**config.mk**
```make
export PLATFORM = sky130hd
export DESIGN_NAME = dslpd_parser
export DESIGN_NICKNAME = d
export VERILOG_FILES = /design/src/rtl/dslpd_pkg.sv /design/src/rtl/dslpd_parser.sv
export SDC_FILE = /design/constraint.sdc
export NUM_CORES = 1
export LEC_CHECK = 0
export BUFFER_PORTS_ARGS = -buffer_cell sky130_fd_sc_hd__buf_2
export CELL_PAD_IN_SITES_DETAIL_PLACEMENT = 0
export CELL_PAD_IN_SITES_GLOBAL_PLACEMENT = 1
export CORE_UTILIZATION = 40
export DETAILED_ROUTE_END_ITERATION = 6
export PLACE_DENSITY_LB_ADDON = 0.1
export SLEW_MARGIN = 40
export SYNTH_ARGS = -nofsm -noshare
export SYNTH_HDL_FRONTEND = slang
export SYNTH_SLANG_ARGS = --single-unit
```
**constraint.sdc**
```tcl
create_clock -name clk_i -period 4.8 [get_ports clk_i]
set_clock_uncertainty 0.2 [all_clocks]
set_input_delay 0.72 -clock clk_i [delete_from_list [all_inputs] [get_ports clk_i]]
set_output_delay 0.72 -clock clk_i [all_outputs]
set_load 0.02 [all_outputs]
```
**src/rtl/dslpd_pkg.sv**
```systemverilog
package dslpd_pkg;

  localparam logic [3:0] COL_NAME   = 4'd2;
  localparam logic [3:0] COL_READS  = 4'd3;
  localparam logic [3:0] COL_WRITES = 4'd7;
  localparam logic [3:0] COL_MAX    = 4'd15;

  localparam logic [7:0] CHAR_NL   = 8'd10;
  localparam logic [7:0] CHAR_TAB  = 8'd9;
  localparam logic [7:0] CHAR_CR   = 8'd13;
  localparam logic [7:0] CHAR_SP   = 8'd32;
  localparam logic [7:0] CHAR_ZERO = 8'd48;

  // "Combined", first character in the low byte.
  localparam logic [63:0] COMBINED_LABEL = 64'h64656e69626d6f43;
  localparam int unsigned LABEL_BYTES = 8;

  typedef struct packed {
    logic step;
    logic clear;
  } parse_ctrl_t;

  function automatic logic is_space(input logic [7:0] c);
    return (c == CHAR_SP) || ((c >= CHAR_TAB) && (c <= CHAR_CR));
  endfunction

endpackage

```
**src/rtl/dslpd_parser.sv**
```systemverilog
module dslpd_parser #(
  parameter int unsigned NAME_BYTES = 32
) (
  input  logic                      clk_i,
  input  logic                      rst_ni,
  input  dslpd_pkg::parse_ctrl_t    ctrl_i,
  input  logic [7:0]                char_i,
  output logic [NAME_BYTES*8-1:0]   name_o,
  output logic                      name_nz_o,
  output logic [63:0]               rd_acc_o,
  output logic [63:0]               wr_acc_o
);

  localparam int unsigned LW = $clog2(NAME_BYTES);

  logic [3:0]              col_q, col_d;
  logic                    gap_q, gap_d;
  logic [NAME_BYTES*8-1:0] name_q, name_d;
  logic [LW-1:0]           len_q, len_d;
  logic [63:0]             rd_q, rd_d, wr_q, wr_d;
  logic [63:0]             digit;

  assign digit = 64'(char_i) - 64'(dslpd_pkg::CHAR_ZERO);

  always_comb begin
    col_d  = col_q;
    gap_d  = gap_q;
    name_d = name_q;
    len_d  = len_q;
    rd_d   = rd_q;
    wr_d   = wr_q;
    if (ctrl_i.clear) begin
      col_d  = '0;
      gap_d  = 1'b1;
      name_d = '0;
      len_d  = '0;
      rd_d   = '0;
      wr_d   = '0;
    end else if (ctrl_i.step && (char_i != dslpd_pkg::CHAR_NL)) begin
      if (dslpd_pkg::is_space(char_i)) begin
        if (!gap_q) begin
          if (col_q != dslpd_pkg::COL_MAX) begin
            col_d = col_q + 4'd1;
          end
          gap_d = 1'b1;
        end
      end else begin
        gap_d = 1'b0;
        if (col_q == dslpd_pkg::COL_NAME) begin
          if ((char_i != 8'd0) && (LW'(len_q) != LW'(NAME_BYTES - 1))) begin
            name_d[len_q*8 +: 8] = char_i;
            len_d = len_q + LW'(1);
          end
        end else if (col_q == dslpd_pkg::COL_READS) begin
          rd_d = {rd_q[60:0], 3'b000} + {rd_q[62:0], 1'b0} + digit;
        end else if (col_q == dslpd_pkg::COL_WRITES) begin
          wr_d = {wr_q[60:0], 3'b000} + {wr_q[62:0], 1'b0} + digit;
        end
      end
    end
  end

  always_ff @(posedge clk_i or negedge rst_ni) begin
    if (!rst_ni) begin
      col_q  <= '0;
      gap_q  <= 1'b1;
      name_q <= '0;
      len_q  <= '0;
      rd_q   <= '0;
      wr_q   <= '0;
    end else begin
      col_q  <= col_d;
      gap_q  <= gap_d;
      name_q <= name_d;
      len_q  <= len_d;
      rd_q   <= rd_d;
      wr_q   <= wr_d;
    end
  end

  assign name_o    = name_q;
  assign name_nz_o = (len_q != '0);
  assign rd_acc_o  = rd_q;
  assign wr_acc_o  = wr_q;

endmodule

```
==> qor.csv <==
stage,metric,value,unit
setup_path,Top delay family on crit path,compound AO/OA/AOI/OAI gates,
place,Post-Place Cells,4044,
job,MaxCap Viol Count,0,
clock_network,H-tree Lvls,2,
clock_network,clk root buf,clkbuf_16,
synthesis,Post-Syn Nets,2951,
grt,pin count of the biggest net entering global routing,138,
place,# port buffers,396,
synthesis,Mapped Area,0.0258,mm^2
synthesis,"FF+latch count, synth",394,
synthesis,number of synthesized flops with an enable pin,0,
floorplanning,Core ar.,0.0633,mm^2
setup_path,CP required,5060,ps
synthesis,Ys Warns,0,
drt,First DRT Iteration DRCs,1596,
drt,via/cell ratio,5.51,
cells_and_area,share of layout cells above drive strength 1,0.267,
timing,Min Hold Slack,192,ps
pwr,Peak supply drop,0.305,mV
floorplanning,die area,0.0654,mm^2
pwr,Design Power,7790,uW
timing,"Setup violations, final",0,
cells_and_area,# nets final,3519,
clock_network,Max Root-Sink Buffers,3,
drt,DR vias,22800,
timing,fin. max-slew vios,0,
drt,DRC,0,
setup_path,CP arrival,4580,ps
setup_path,critical path type,in -> reg,
clock_network,"CTS clk-pin slew, worst paths",60,ps
clock_network,clock sinks,394,
timing,max frequency,0.232,GHz
drt,DRT Pass-1 Iters,7,
pwr,static leakage,0.0164,uW
setup_path,worst-path cell chain,"buf_2, ha_4, nor3_4, buf_12, buf_12, fa_1, ha_1, and4_1, nand2_1, or3_4, a2bb2oi_4, o211ai_1, o21ba_2, o21ai_2, xnor2_1, o21ai_0",
setup_path,Startpoint Class,primary input,
drt,total wire length,88100,um
run_status,status,"complete, no violations",
grt,vias in the first global route,23100,
min_path,hold path depth,3,
setup_path,nature of the critical path endpoint,flip-flop,
grt,first-pass GRT wire length,138000,um
synthesis,Synth cell types,78,
setup_path,CP max stage cell,fa_1,
clock_network,Post-CTS Resized,0,
clock_network,Worst-Skew Late Latency,610,ps
grt,Overflow after GRT,0,
synthesis,"Seq/Total Area, Yosys",0.383,
timing,worst slew pin tran,781,ps
place,Final HPWL DP,65400,um
floorplanning,die width,256,um
clock_network,"Setup Fix Bufs, Post-CTS",0,
floorplanning,IO Pins,397,
setup_path,stages on the worst setup path,16,
drt,Routed WL per cell,21.3,um
setup_path,CP Buf/Inv Count,3,
place,RePlAce Congestion,0.923,
setup_path,CP max stage delay,430,ps
synthesis,async set-reset flop share out of synthesis,1.00,
setup_path,crit-path most repeated cell,buf_12,
pwr,PwrDens,238,mW/mm^2
min_path,HP Class,in -> reg,
clock_network,total CTS buffers,49,
synthesis,Post-synth top flop,dfrtp_1,
timing,Worst slew margin,0.474,
timing,Period minus WS final,4320,ps
floorplanning,num rows,92,
timing,final hold vios,0,
floorplanning,Initial Utilization,0.407,
synthesis,Post-Synthesis Cells,2682,
grt,initial antenna violation count,7,
cells_and_area,area grow syn2layout,26.9,%
drt,Antenna Nets Post-Route,0,
synthesis,mean post-synth cell area,9.60,um^2
timing,RSZ-0062 raised after global routing,no,
floorplanning,Die Y,256,um
grt,GRT Overall Usage,0.267,
cells_and_area,Layout Cells excl Fill,4139,
clock_network,CTS tree,done,
cells_and_area,most frequent cells in the layout,"buf_2 (394), dfrtp_1 (393), nand2_1 (319)",
setup_path,CP Max Fanout,22,
setup_path,Reg2Reg Depth,14,
cells_and_area,"most common cell after layout, fill and taps aside",buf_2,
timing,Final Cycle Share,0.900,
## per-stage QoR
stage | util | setup slack, ps | setup TNS [ps] | area, um^2
6_report | 0.516 | 481 | 0 | 32700
4_1_cts | 0.516 | 532 | 0 | 32700
5_1_grt | 0.516 | 226 | 0 | 32700
3_5_place_dp | 0.489 | -101 | -779 | 31000
2_1_floorplan | - | -3320 | -291930 | 26400
3_3_place_gp | 0.489 | -74.8 | -176 | 31000
## kinds of logic (layout without fill, tap and decap cells)
logic type      count (synthesis)  count (layout)  synth area share
compound gates                760             760             0.188
buf+inv                       231             840            0.0344
simple gates                  840             840             0.162
other cells                     0               2                 0
flops                         394             394             0.383
fa+ha+maj                     257             257             0.160
mux                            79              79            0.0307
xor+xnor                      121             121            0.0412
## per-layer routing
metal / routed length, um / part of all wire / global-route usage
met3: 4600 / 0.052 / 0.0463
met1: 40400 / 0.46 / 0.369
met2: 40400 / 0.46 / 0.427
met4: 2630 / 0.030 / 0.0795
met5: 50 / 0.00057 / 0
## final timing paths
| path | startpoint | end | slack (ps) |
|---|---|---|---|
| setup / recovery | char_i[4] | rd_acc_o[57] | 480 |
| hold / removal | char_i[0] | rd_acc_o[0] | 190 |
| setup reg to reg | wr_acc_o[2] | wr_acc_o[49] | 750 |
| hold reg to reg | name_o[39] | name_o[39] | 300 |
| max in group asynchronous | rst_ni | name_o[82] | 2780 |
| min in group asynchronous | rst_ni | rd_acc_o[23] | 490 |
## what timing repair did
action	4_1_cts	5_1_grt
setup endpoints to repair	0	0
hold endpoints to repair	72	0
hold buffers	1	0
## synthesized netlist by cell type (4+ instances only)
cell / instances / share of area
xnor2_1: 76 / 0.026
fa_1: 122 / 0.095
a211oi_1: 23 / 0.0067
or3_1: 13 / 0.0032
a22o_1: 124 / 0.042
nand3_1: 76 / 0.015
o21ai_1: 4 / 0.00078
nor3_1: 34 / 0.0066
a21boi_0: 7 / 0.0020
nand4_1: 36 / 0.0087
nand2b_1: 50 / 0.012
and2_1: 22 / 0.0053
nand3b_1: 46 / 0.013
or2_2: 6 / 0.0015
a221oi_1: 5 / 0.0017
a21o_1: 55 / 0.016
nor2_2: 9 / 0.0022
o211ai_1: 9 / 0.0026
clkbuf_1: 126 / 0.018
nor2_1: 144 / 0.021
mux2i_1: 79 / 0.031
o21bai_1: 28 / 0.0082
nor4_1: 11 / 0.0027
inv_1: 85 / 0.012
dfrtp_1: 393 / 0.38
buf_1: 7 / 0.0010
or4_1: 6 / 0.0017
o21ai_0: 137 / 0.027
and4_1: 6 / 0.0020
ha_1: 135 / 0.066
a21oi_1: 285 / 0.055
o31ai_1: 11 / 0.0032
xor2_1: 45 / 0.015
nor2_4: 7 / 0.0031
and3_1: 19 / 0.0046
nor2b_1: 11 / 0.0027
nand2_1: 324 / 0.047
a2111oi_0: 4 / 0.0014
a31oi_1: 15 / 0.0036
nor3b_1: 4 / 0.0012
o21a_1: 16 / 0.0047
buf_2: 10 / 0.0019
## worst reg2reg max path, stage by stage, from the launching register on
cell and delay, ps:
dfrtp_1 420, inv_1 90, fa_1 540, inv_1 50, ha_1 340, a21o_1 190
a21o_1 190, o21a_1 220, a21oi_2 260, o21ai_2 120, a311o_1 440, a2111oi_1 420
nor3_1 130, xor2_1 150, a22o_1 200
## state kept, by name (all words and copies together) (netlist names)
name      cells
len_q         5
col_q         4
name_o      256
rd_acc_o     64
wr_acc_o     64
gap_q         1
## final cells by class
cell class / count / area [um^2]
diodes: 2 / 5.00
clock buffers: 67 / 1410
clock inverters: 25 / 294
fillers: 5945 / 30600
inverters: 86 / 323
multi-input cells: 2057 / 15600
flip-flops and latches: 394 / 9860
well taps: 846 / 1060
repair buffers: 662 / 4110
## report_power, final
part / leakage, uW / switching, uW / internal (uW)
Combinational: 0.0100 / 386 / 206
Sequential: 0.00550 / 0.508 / 3320
Clock: 0.000853 / 1580 / 2300
Total: 0.0164 / 1970 / 5830
(Power assumes the default switching activity.)
